<file path="config.mk">
export PLATFORM = sky130hd
export DESIGN_NAME = drive_control_with_obstacle_interlock_top
export DESIGN_NICKNAME = d
export VERILOG_FILES = /design/src/rtl/dci_pkg.sv /design/src/rtl/dci_echo_side.sv /design/src/rtl/dci_motion.sv /design/src/rtl/drive_control_with_obstacle_interlock_top.sv
export SDC_FILE = /design/constraint.sdc
export NUM_CORES = 2
export LEC_CHECK = 0
export ABC_AREA = 1
export BUFFER_PORTS_ARGS = -buffer_cell sky130_fd_sc_hd__buf_4
export CAP_MARGIN = 20
export CORE_MARGIN = 4
export CORE_UTILIZATION = 58
export DETAILED_ROUTE_END_ITERATION = 10
export PLACE_DENSITY_LB_ADDON = 0.3
export SYNTH_ARGS = -nofsm -noshare
export SYNTH_HDL_FRONTEND = slang
export SYNTH_SLANG_ARGS = --single-unit
</file>
<file path="constraint.sdc">
create_clock -name clock -period 5.5 [get_ports clock]
set_input_delay 0.55 -clock clock [delete_from_list [all_inputs] [get_ports clock]]
set_output_delay 0.55 -clock clock [all_outputs]
set_load 0.005 [all_outputs]
</file>
<file path="src/rtl/dci_pkg.sv">
// Shared types and constants for the drive controller with obstacle interlock.
// No dependencies; every other rtl file refers to this package by scoped name.
`default_nettype none

package dci_pkg;

   // field widths
   localparam int OP_W       = 4;
   localparam int SPEED_W    = 8;
   localparam int ECHO_W     = 21;
   localparam int LIMIT_W    = 10;
   localparam int PINS_W     = 8;
   localparam int DUTY_W     = 7;
   localparam int SERVO_W    = 8;
   localparam int CSR_ADDR_W = 2;
   localparam int CSR_DATA_W = 21;

   // echo scaling: distance = t_us * 17150 / 1e6 cm
   localparam int CM_PER_S   = 17150;
   localparam int US_PER_S   = 1000000;
   localparam int SCALE_W    = 15;                  // 17150 < 2**15
   localparam int SCALED_W   = ECHO_W + SCALE_W;

   localparam int WINDOW_DEF = 9;

   // register indexes
   localparam logic [CSR_ADDR_W-1:0] CSR_NEAR    = 2'd0;
   localparam logic [CSR_ADDR_W-1:0] CSR_FAR     = 2'd1;
   localparam logic [CSR_ADDR_W-1:0] CSR_TIMEOUT = 2'd2;

   // register reset values
   localparam logic [LIMIT_W-1:0] NEAR_RST    = 10'd40;
   localparam logic [LIMIT_W-1:0] FAR_RST     = 10'd75;
   localparam logic [ECHO_W-1:0]  TIMEOUT_RST = 21'd1500000;

   // bridge pin patterns, LT pair in the top bits
   localparam logic [PINS_W-1:0] PINS_FWD      = 8'hAA;
   localparam logic [PINS_W-1:0] PINS_REV      = 8'h55;
   localparam logic [PINS_W-1:0] PINS_LEFT     = 8'h6A;
   localparam logic [PINS_W-1:0] PINS_RIGHT    = 8'h9A;
   localparam logic [PINS_W-1:0] PINS_REV_LEFT = 8'h59;
   localparam logic [PINS_W-1:0] PINS_REV_RGHT = 8'h56;

   localparam logic [SERVO_W-1:0] SERVO_RIGHT = 8'd13;
   localparam logic [SERVO_W-1:0] SERVO_LEFT  = 8'd17;
   localparam logic [SERVO_W-1:0] SERVO_OFF   = 8'd0;

   localparam logic [DUTY_W-1:0] DUTY_MAX  = 7'd100;
   localparam logic [DUTY_W-1:0] DUTY_STEP = 7'd10;

   typedef enum logic [OP_W-1:0] {
      OP_FWD        = 4'd0,
      OP_REV        = 4'd1,
      OP_LEFT       = 4'd2,
      OP_RIGHT      = 4'd3,
      OP_STOP       = 4'd4,
      OP_SET_SPEED  = 4'd5,
      OP_SPEED_UP   = 4'd6,
      OP_SLOW_DOWN  = 4'd7,
      OP_CAM_RIGHT  = 4'd8,
      OP_CAM_LEFT   = 4'd9,
      OP_CAM_STOP   = 4'd10,
      OP_FRONT_ECHO = 4'd11,
      OP_REAR_ECHO  = 4'd12
   } op_type;

   typedef enum logic [1:0] {
      MS_STOPPED = 2'd0,
      MS_MOVING  = 2'd1,
      MS_FORWARD = 2'd2,
      MS_REVERSE = 2'd3
   } motion_type;

   // interlock status from the two echo trackers to the motion unit
   typedef struct packed {
      logic front_ok;
      logic rear_ok;
      logic front_stop;
      logic rear_stop;
   } interlock_type;

   // drive state shown on the result channel
   typedef struct packed {
      motion_type          motion;
      logic [SERVO_W-1:0]  servo;
      logic [DUTY_W-1:0]   duty;
      logic [PINS_W-1:0]   pins;
   } drive_status_type;

endpackage

`default_nettype wire

</file>
<file path="src/rtl/dci_echo_side.sv">
// Echo tracker for one sensor side: ring of scaled echo times, running sum,
// window compare and interlock flag. Uses dci_pkg.
`default_nettype none

module dci_echo_side #(
   parameter int WINDOW = dci_pkg::WINDOW_DEF,
   parameter int SUM_W  = dci_pkg::SCALED_W + $clog2(WINDOW + 1)
) (
   input  wire logic                          clock,
   input  wire logic                          reset,
   input  wire logic                          echo_en,     // kept echo for this side
   input  wire logic [dci_pkg::SCALED_W-1:0]  echo_scaled, // t_us * 17150
   input  wire logic [SUM_W-1:0]              lo_thresh,
   input  wire logic [SUM_W-1:0]              hi_thresh,
   output logic                               ok,
   output logic                               stop_req
);

   localparam int PTR_W = (WINDOW > 1) ? $clog2(WINDOW) : 1;
   localparam logic [PTR_W-1:0] PTR_LAST = PTR_W'(WINDOW - 1);

   logic [dci_pkg::SCALED_W-1:0] hist_ff [WINDOW];
   logic [PTR_W-1:0]             ptr_ff, ptr_in;
   logic                         full_ff, full_in;
   logic [SUM_W-1:0]             sum_ff, sum_in;
   logic                         ok_ff, ok_in;
   logic                         outside;

   always_comb begin
      if (full_ff) begin
         sum_in = sum_ff - SUM_W'(hist_ff[ptr_ff]) + SUM_W'(echo_scaled);
      end else begin
         sum_in = sum_ff + SUM_W'(echo_scaled);
      end
      outside  = (sum_in < lo_thresh) || (sum_in > hi_thresh);
      ptr_in   = (ptr_ff == PTR_LAST) ? '0 : ptr_ff + 1'b1;
      full_in  = full_ff || (ptr_ff == PTR_LAST);
      ok_in    = ok_ff;
      stop_req = 1'b0;
      if (echo_en && full_ff) begin
         if (outside) begin
            stop_req = ok_ff;
            ok_in    = 1'b0;
         end else begin
            ok_in    = 1'b1;
         end
      end
   end

   always_ff @(posedge clock) begin
      if (reset) begin
         ptr_ff  <= '0;
         full_ff <= 1'b0;
         sum_ff  <= '0;
         ok_ff   <= 1'b1;
      end else if (echo_en) begin
         ptr_ff  <= ptr_in;
         full_ff <= full_in;
         sum_ff  <= sum_in;
         ok_ff   <= ok_in;
      end
   end

   // history needs no reset: read only once every slot was written
   always_ff @(posedge clock) begin
      if (echo_en) begin
         hist_ff[ptr_ff] <= echo_scaled;
      end
   end

   assign ok = ok_ff;

endmodule

`default_nettype wire

</file>
<file path="src/rtl/dci_motion.sv">
// Motion, speed, bridge pattern and camera servo state for one command per beat.
// Uses dci_pkg; interlock flags and stop requests come from dci_echo_side.
`default_nettype none

module dci_motion (
   input  wire logic                         clock,
   input  wire logic                         reset,
   input  wire logic                         cmd_en,
   input  wire dci_pkg::op_type              cmd_op,
   input  wire logic [dci_pkg::SPEED_W-1:0]  speed_value,
   input  wire dci_pkg::interlock_type       lock,
   output dci_pkg::drive_status_type         status
);

   dci_pkg::motion_type                motion_ff, motion_in;
   logic [dci_pkg::DUTY_W-1:0]         duty_ff, duty_in;
   logic [dci_pkg::PINS_W-1:0]         pins_ff, pins_in;
   logic [dci_pkg::SERVO_W-1:0]        servo_ff, servo_in;
   logic                               in_rev;
   logic [dci_pkg::DUTY_W:0]           duty_up;

   always_comb begin
      motion_in = motion_ff;
      duty_in   = duty_ff;
      pins_in   = pins_ff;
      servo_in  = servo_ff;
      in_rev    = (motion_ff == dci_pkg::MS_REVERSE);
      duty_up   = {1'b0, duty_ff} + {1'b0, dci_pkg::DUTY_STEP};
      unique case (cmd_op)
         dci_pkg::OP_FWD: begin
            if (lock.front_ok) begin
               pins_in   = dci_pkg::PINS_FWD;
               motion_in = dci_pkg::MS_FORWARD;
            end
         end
         dci_pkg::OP_REV: begin
            if (lock.rear_ok) begin
               pins_in   = dci_pkg::PINS_REV;
               motion_in = dci_pkg::MS_REVERSE;
            end
         end
         dci_pkg::OP_LEFT, dci_pkg::OP_RIGHT: begin
            // turns follow the current direction; from stopped they start moving
            if (in_rev ? lock.rear_ok : lock.front_ok) begin
               if (cmd_op == dci_pkg::OP_LEFT) begin
                  pins_in = in_rev ? dci_pkg::PINS_REV_LEFT : dci_pkg::PINS_LEFT;
               end else begin
                  pins_in = in_rev ? dci_pkg::PINS_REV_RGHT : dci_pkg::PINS_RIGHT;
               end
               if (motion_ff == dci_pkg::MS_STOPPED) begin
                  motion_in = dci_pkg::MS_MOVING;
               end
            end
         end
         dci_pkg::OP_STOP: motion_in = dci_pkg::MS_STOPPED;
         dci_pkg::OP_SET_SPEED: begin
            if (speed_value <= dci_pkg::SPEED_W'(dci_pkg::DUTY_MAX)) begin
               duty_in = speed_value[dci_pkg::DUTY_W-1:0];
            end
         end
         dci_pkg::OP_SPEED_UP: begin
            duty_in = (duty_up > {1'b0, dci_pkg::DUTY_MAX}) ? dci_pkg::DUTY_MAX
                                                           : duty_up[dci_pkg::DUTY_W-1:0];
         end
         dci_pkg::OP_SLOW_DOWN: begin
            duty_in = (duty_ff < dci_pkg::DUTY_STEP) ? '0 : duty_ff - dci_pkg::DUTY_STEP;
         end
         dci_pkg::OP_CAM_RIGHT: servo_in = dci_pkg::SERVO_RIGHT;
         dci_pkg::OP_CAM_LEFT:  servo_in = dci_pkg::SERVO_LEFT;
         dci_pkg::OP_CAM_STOP:  servo_in = dci_pkg::SERVO_OFF;
         dci_pkg::OP_FRONT_ECHO: begin
            if (lock.front_stop && (motion_ff == dci_pkg::MS_FORWARD)) begin
               motion_in = dci_pkg::MS_STOPPED;
            end
         end
         dci_pkg::OP_REAR_ECHO: begin
            if (lock.rear_stop && (motion_ff == dci_pkg::MS_REVERSE)) begin
               motion_in = dci_pkg::MS_STOPPED;
            end
         end
         default: ;  // unused opcodes
      endcase
   end

   always_ff @(posedge clock) begin
      if (reset) begin
         motion_ff <= dci_pkg::MS_STOPPED;
         duty_ff   <= dci_pkg::DUTY_MAX;
         pins_ff   <= '0;
         servo_ff  <= dci_pkg::SERVO_OFF;
      end else if (cmd_en) begin
         motion_ff <= motion_in;
         duty_ff   <= duty_in;
         pins_ff   <= pins_in;
         servo_ff  <= servo_in;
      end
   end

   assign status.motion = motion_ff;
   assign status.servo  = servo_ff;
   assign status.duty   = duty_ff;
   assign status.pins   = pins_ff;

endmodule

`default_nettype wire

</file>
<file path="src/rtl/drive_control_with_obstacle_interlock_top.sv">
// Top level of the four-wheel drive controller with front/rear obstacle interlock.
// Uses dci_pkg, dci_echo_side (one per sensor) and dci_motion.
// Usage:
//  - req_* : command beats (opcode, set-speed value, echo time in us).
//  - rsp_* : one status beat per command: bridge pins, drive enable, duty,
//            servo value, motion state and the two interlock flags, all as they
//            stand after that command.
//  - csr_* : write-only registers (near limit, far limit, echo timeout); write
//            only while no command is in flight.
// A beat is accepted into the input stage, which holds the echo scale multiply
// (t * 17150); on advance it loads the drive state and rsp_tvalid. Throughput:
// one command per cycle while rsp_tready is high; the echo path (ring read,
// running-sum add/subtract, window compare, stop decision) sets the period.
// The status registers are the drive state itself, so the result needs no
// separate copy: state only advances when the result slot is free or drained.
// Stall: when rsp_tready is low, one more command can sit in the input stage;
// after that req_tready drops. Nothing is dropped or repeated.
// Reset (synchronous, active high): stopped, duty 100, pins 0, servo 0, both
// interlocks open, echo history empty, registers at 40 / 75 / 1500000.
// Interlock compare is exact: sum(t*17150) against limit * WINDOW * 1e6.
`default_nettype none

module drive_control_with_obstacle_interlock_top #(
   parameter int WINDOW = dci_pkg::WINDOW_DEF
) (
   input  wire logic                            clock,
   input  wire logic                            reset,
   // command channel
   input  wire logic                            req_tvalid,
   output logic                                 req_tready,
   input  wire logic [39:0]                     req_tdata,  // opcode[3:0], speed_value[11:4],
                                                           // echo_time_us[32:12], zero fill
   // status channel
   output logic                                 rsp_tvalid,
   input  wire logic                            rsp_tready,
   output logic [31:0]                          rsp_tdata,  // bridge_pins[7:0], drive_on[8],
                                                           // duty_percent[15:9],
                                                           // servo_duty[23:16],
                                                           // motion_state[25:24],
                                                           // forward_allowed[26],
                                                           // reverse_allowed[27], zero fill
   // register writes
   input  wire logic                            csr_we,
   input  wire logic [dci_pkg::CSR_ADDR_W-1:0]  csr_addr,
   input  wire logic [dci_pkg::CSR_DATA_W-1:0]  csr_wdata
);

   localparam int SUM_W = dci_pkg::SCALED_W + $clog2(WINDOW + 1);
   // limit in cm times WINDOW * 1e6, compared against sum of t*17150
   localparam logic [SUM_W-1:0] LIM_SCALE = SUM_W'(WINDOW * dci_pkg::US_PER_S);
   localparam logic [SUM_W-1:0] LO_RST    = SUM_W'(dci_pkg::NEAR_RST) * LIM_SCALE;
   localparam logic [SUM_W-1:0] HI_RST    = SUM_W'(dci_pkg::FAR_RST) * LIM_SCALE;

   // ---------------- configuration ----------------
   // limits kept pre-scaled so the echo path has no multiplier
   logic [SUM_W-1:0]              lo_thresh_ff;
   logic [SUM_W-1:0]              hi_thresh_ff;
   logic [dci_pkg::ECHO_W-1:0]    timeout_ff;
   logic [SUM_W-1:0]              limit_scaled;

   assign limit_scaled = SUM_W'(csr_wdata[dci_pkg::LIMIT_W-1:0]) * LIM_SCALE;

   always_ff @(posedge clock) begin
      if (reset) begin
         lo_thresh_ff <= LO_RST;
         hi_thresh_ff <= HI_RST;
         timeout_ff   <= dci_pkg::TIMEOUT_RST;
      end else if (csr_we) begin
         if (csr_addr == dci_pkg::CSR_NEAR) begin
            lo_thresh_ff <= limit_scaled;
         end else if (csr_addr == dci_pkg::CSR_FAR) begin
            hi_thresh_ff <= limit_scaled;
         end else if (csr_addr == dci_pkg::CSR_TIMEOUT) begin
            timeout_ff <= csr_wdata[dci_pkg::ECHO_W-1:0];
         end
      end
   end

   // ---------------- input stage ----------------
   logic                             s1_valid_ff;
   dci_pkg::op_type                  s1_op_ff;
   logic [dci_pkg::SPEED_W-1:0]      s1_speed_ff;
   logic [dci_pkg::SCALED_W-1:0]     s1_scaled_ff;
   logic                             s1_keep_ff;   // echo under timeout

   logic                             out_valid_ff, out_valid_in;
   logic                             advance;
   logic [dci_pkg::ECHO_W-1:0]       echo_in;
   logic [dci_pkg::SCALED_W-1:0]     echo_scaled_in;

   assign echo_in        = req_tdata[32:12];
   assign echo_scaled_in = dci_pkg::SCALED_W'(echo_in)
                         * dci_pkg::SCALED_W'(dci_pkg::CM_PER_S);

   // input stage moves on when the status slot is empty or being read
   assign advance    = s1_valid_ff && (!out_valid_ff || rsp_tready);
   assign req_tready = !s1_valid_ff || advance;

   always_ff @(posedge clock) begin
      if (reset) begin
         s1_valid_ff <= 1'b0;
      end else if (req_tready) begin
         s1_valid_ff <= req_tvalid;
      end
   end

   always_ff @(posedge clock) begin
      if (req_tready && req_tvalid) begin
         s1_op_ff     <= dci_pkg::op_type'(req_tdata[3:0]);
         s1_speed_ff  <= req_tdata[11:4];
         s1_scaled_ff <= echo_scaled_in;
         s1_keep_ff   <= (echo_in < timeout_ff);
      end
   end

   // ---------------- echo trackers ----------------
   dci_pkg::interlock_type  lock;
   logic                    front_en, rear_en;
   logic                    front_ok, rear_ok;
   logic                    front_stop, rear_stop;

   assign front_en = advance && s1_keep_ff && (s1_op_ff == dci_pkg::OP_FRONT_ECHO);
   assign rear_en  = advance && s1_keep_ff && (s1_op_ff == dci_pkg::OP_REAR_ECHO);

   dci_echo_side #(
      .WINDOW (WINDOW),
      .SUM_W  (SUM_W)
   ) u_front (
      .clock       (clock),
      .reset       (reset),
      .echo_en     (front_en),
      .echo_scaled (s1_scaled_ff),
      .lo_thresh   (lo_thresh_ff),
      .hi_thresh   (hi_thresh_ff),
      .ok          (front_ok),
      .stop_req    (front_stop)
   );

   dci_echo_side #(
      .WINDOW (WINDOW),
      .SUM_W  (SUM_W)
   ) u_rear (
      .clock       (clock),
      .reset       (reset),
      .echo_en     (rear_en),
      .echo_scaled (s1_scaled_ff),
      .lo_thresh   (lo_thresh_ff),
      .hi_thresh   (hi_thresh_ff),
      .ok          (rear_ok),
      .stop_req    (rear_stop)
   );

   assign lock = {front_ok, rear_ok, front_stop, rear_stop};

   // ---------------- motion state ----------------
   dci_pkg::drive_status_type  status;

   dci_motion u_motion (
      .clock       (clock),
      .reset       (reset),
      .cmd_en      (advance),
      .cmd_op      (s1_op_ff),
      .speed_value (s1_speed_ff),
      .lock        (lock),
      .status      (status)
   );

   // ---------------- status channel ----------------
   // state registers double as the result register; they hold while stalled
   assign out_valid_in = advance || (out_valid_ff && !rsp_tready);

   always_ff @(posedge clock) begin
      if (reset) begin
         out_valid_ff <= 1'b0;
      end else begin
         out_valid_ff <= out_valid_in;
      end
   end

   assign rsp_tvalid = out_valid_ff;
   assign rsp_tdata  = {4'b0000,
                        lock.rear_ok,
                        lock.front_ok,
                        status.motion,
                        status.servo,
                        status.duty,
                        (status.motion != dci_pkg::MS_STOPPED),
                        status.pins};

endmodule

`default_nettype wire
</file>
==> impl_metrics.yaml <==
floorplan:
  io_pins: 102
  initial_core_util_pct: 58.4
  die_area_sq_um: 104000
  die_w_um: 323
  die_h_um: 323
  fp.coreArea_sq_um: 98300
  num_rows: 115
placement:
  dp_cells: 8147
  gp_routability_congestion: 1.02
  post-place-ws_ns: -0.606
  detailedPlacementHpwl_um: 139000
  numPortBuffers: 86
global_routing:
  largest_net_degree_at_the_start_of_global_routing: 79
  grt_antenna_before_repair: 3
  grt_overflow_total: 0
  first_pass_grt_wire_length_um: 284000
  number_of_global_route_vias_before_repair: 47600
  gr-usage-all-layers_pct: 36.3
worst_setup_path:
  timing.critical_path.slowest_cell_delay_ns: 0.51
  cp.arrival_ns: 6.62
  setup.worst_path.end_class: "flip-flop"
  critical_path.reg2reg.endpoint: "u_rear.sum_ff[27]$_SDFFE_PP0P_"
  timing.critical_path.fanout_max: 8
  critical_path_class: "reg2reg"
  critical_path_required_ns: 6.12
  worst-r2r-setup-slack_ns: -0.50
  worst_r2r_path_depth: 39
  worst_setup_path_start_kind: "flip-flop"
  cpMostUsedCell: "buf_4"
  worst_path_max_delay_cell: "fa_1"
finish:
  layout-drive-gt1-share_pct: 22.0
  num-nets-final: 7845
  layout.core_utilization_pct: 72.4
  final-instance-count-excl-fill: 8429
  syn_to_final_growth_pct: 23.9
synth:
  post-synth-top-count-cell: "inv_1"
  yosys_warnings: 0
  post-synth-top-area-fraction_pct: 35.4
  postSynth.topFlopCell: "edfxtp_1"
  share_of_synthesized_registers_carrying_an_async_set_or_reset_pct: 0
  synth_top_cells_by_count: "inv_1 (1076), nand2_1 (1064), edfxtp_1 (678), a21oi_1 (618), ha_1 (491)"
  synthDistinctLibCells: 63
  synth-edff-count: 678
  synth_top_cells_by_area: "edfxtp_1 (35%), ha_1 (11%), fa_1 (7.7%), inv_1 (7.0%), nand2_1 (7.0%)"
  synth.largest_area_cell: "edfxtp_1"
  synth_instances: 6304
  netlist_area_sq_um: 57400
  postSynthRegisterBits: 875
  syn-mean-instance-area_sq_um: 9.11
  sequential_area_share_after_synthesis_pct: 42.3
timing:
  hold-worst-slack_ns: 0.0357
  post-route-period-util_pct: 109
  min_period_ns: 6.00
  worst_slew_margin_relative_to_its_limit_pct: 30.4
  achievable_frequency_mhz: 167
  setup_repair_after_global_routing_missed_its_margin: "yes"
  worst_slack_ns: -0.499
  totalNegativeSetupSlack_ns: -1.27
  max_slew_violation_count: 0
  finalSetupViolCount: 5
  finalHoldViolCount: 0
  worst-slew-pin-transition_ns: 1.04
  clock-skew-final_ns: 0.0362
route:
  drt.antenna.violating_nets: 0
  post-route-drc-count: 0
  post_drt_wl_per_cell_um: 23.1
  dr.first_iter.drc_count: 5472
  routed_wl_um: 195000
  routed-via-count: 49000
  via_per_inst: 5.82
  firstDrtPassIters: 8
hold_path:
  holdPathStages: 1
  hold_path_class: "in2reg"
  min_from: "req_tdata[11]"
  holdPathEnd: "s1_speed_ff[7]$_DFFE_PP_"
cts:
  clock_tree_from_tritoncts: "yes"
  cts.sink_count: 875
  clk_pin_slew_worst_paths_ns: 0.06
  clockBufferDepth: 3
  clock_insertion_delay_worst_skew_ns: 0.70
  inserted_clock_buffers: 90
  clock-root-buffer: "clkbuf_16"
  htree_num_levels: 3
power:
  pwr_density_cell_nw_per_um2: 495
  irDropWorstVdd_uv: 560
  p_leak_nw: 31.7
status:
  violations_in_the_final_reports: "negative setup slack"
  outcome: "finished, violations left"
run:
  drv_cap: 0
-- power breakdown --
group	internal, mW	total (mW)	switching, mW
Clock	3.51	6.29	2.77
Sequential	8.21	8.43	0.216
Combinational	8.79	20.5	11.7
-- worst max path at each step --
stage          startpoint                            endpoint  depth (start not counted)
2_1_floorplan  rsp_tready     u_front.hist_ff[7][0]$_DFFE_PP_                         10
3_3_place_gp    flip-flop  u_motion.motion_ff[0]$_SDFFE_PP0P_                         38
3_5_place_dp    flip-flop  u_motion.motion_ff[0]$_SDFFE_PP0P_                         38
4_1_cts         flip-flop  u_motion.motion_ff[0]$_SDFFE_PP0P_                         42
5_1_grt         flip-flop  u_motion.motion_ff[0]$_SDFFE_PP0P_                         41
6_report        flip-flop      u_rear.sum_ff[27]$_SDFFE_PP0P_                         39
-- critical path: cells and delay by family (launching register included) --
kind,cells,cell delay [ns]
buffers and inverters,22,2.63
and+or+nand+nor,9,0.94
adders and majority gates,2,0.83
AOI/OAI and AO/OA,4,0.70
DFF,1,0.42
muxes,1,0.25
xor gates and xnor gates,1,0.16
-- layout by cell type (no fill, tap or decap), types with 63 or more instances in the layout --
| cell type | synthesis | routed |
|---|---|---|
| fa_1 | 222 | 217 |
| buf_4 | 11 | 762 |
| dfxtp_1 | 197 | 191 |
| nand3_1 | 189 | 158 |
| edfxtp_1 | 678 | 678 |
| a21oi_1 | 618 | 536 |
| xor2_1 | 96 | 88 |
| inv_2 | 17 | 63 |
| o21ai_0 | 423 | 357 |
| nand2_2 | 19 | 126 |
| nand2_1 | 1064 | 941 |
| inv_1 | 1076 | 1030 |
| o211ai_1 | 188 | 188 |
| nor2_1 | 353 | 304 |
| a21oi_2 | 7 | 69 |
| ha_1 | 491 | 438 |
| clkbuf_16 | 0 | 102 |
| mux2i_1 | 145 | 134 |
-- area by class of cell --
type | count | area [sq um]
multi-input combinational | 4148 | 30800
fill | 7129 | 27100
sequential | 875 | 24300
timing repair buffer | 844 | 7320
inverter | 1105 | 4150
clock buffer | 111 | 2400
tap | 1287 | 1610
clock inverter | 58 | 589
antenna | 1 | 2.50
-- state kept, by name, indices dropped and copies added, names as in the netlist, 2 cells and up, named ones only --
signal,flops
u_front.hist_ff,315
u_rear.hist_ff,315
u_front.sum_ff,39
u_rear.sum_ff,39
s1_scaled_ff,35
hi_thresh_ff,28
lo_thresh_ff,28
timeout_ff,21
s1_speed_ff,8
u_motion.pins_ff,8
u_motion.duty_ff,7
s1_op_ff,4
u_front.ptr_ff,4
u_rear.ptr_ff,4
u_motion.servo_ff,3
u_motion.motion_ff,2
-- cell families (layout without fill, tap and decap cells) --
| family | after synthesis | in the layout | share of synthesized area (%) |
|---|---|---|---|
| xor+xnor | 117 | 117 | 1.78 |
| mux | 145 | 145 | 2.53 |
| flops | 875 | 875 | 42.3 |
| buf+inv | 1288 | 2118 | 8.53 |
| fa+ha+maj | 713 | 713 | 18.4 |
| other cells | 1 | 9 | 0.00653 |
| compound gates | 1381 | 1381 | 13.5 |
| simple gates | 1784 | 1784 | 12.9 |
-- layer usage --
metal / up-vias / track usage [%] / wire length [um]
met5: - / 0 / 10
met4: 2 / 19.2 / 12500
met3: 443 / 5.39 / 17900
met2: 2442 / 56.8 / 86700
met1: 23400 / 49.3 / 77600
li1: 22700 / - / -
-- per-stage QoR --
stage	cell area (sq um)	power (mW)
CTS	69100	33.6
global route	71100	37.3
detailed placement	64400	26.4
finish	71200	35.2
global placement	64400	26.0
floorplan	57500	18.2
-- repair_timing --
| item | in CTS | in global routing |
|---|---|---|
| gates cloned | 6 | 10 |
| endpoints found under the hold margin | 3 | 0 |
| setup buffers | 53 | 46 |
| hold buffers | 3 | 0 |
| endpoints found under the setup margin | 4 | 6 |
| pin swaps | 95 | 254 |
| gates resized for setup | 241 | 408 |
Power figures use the tool's default switching activity.
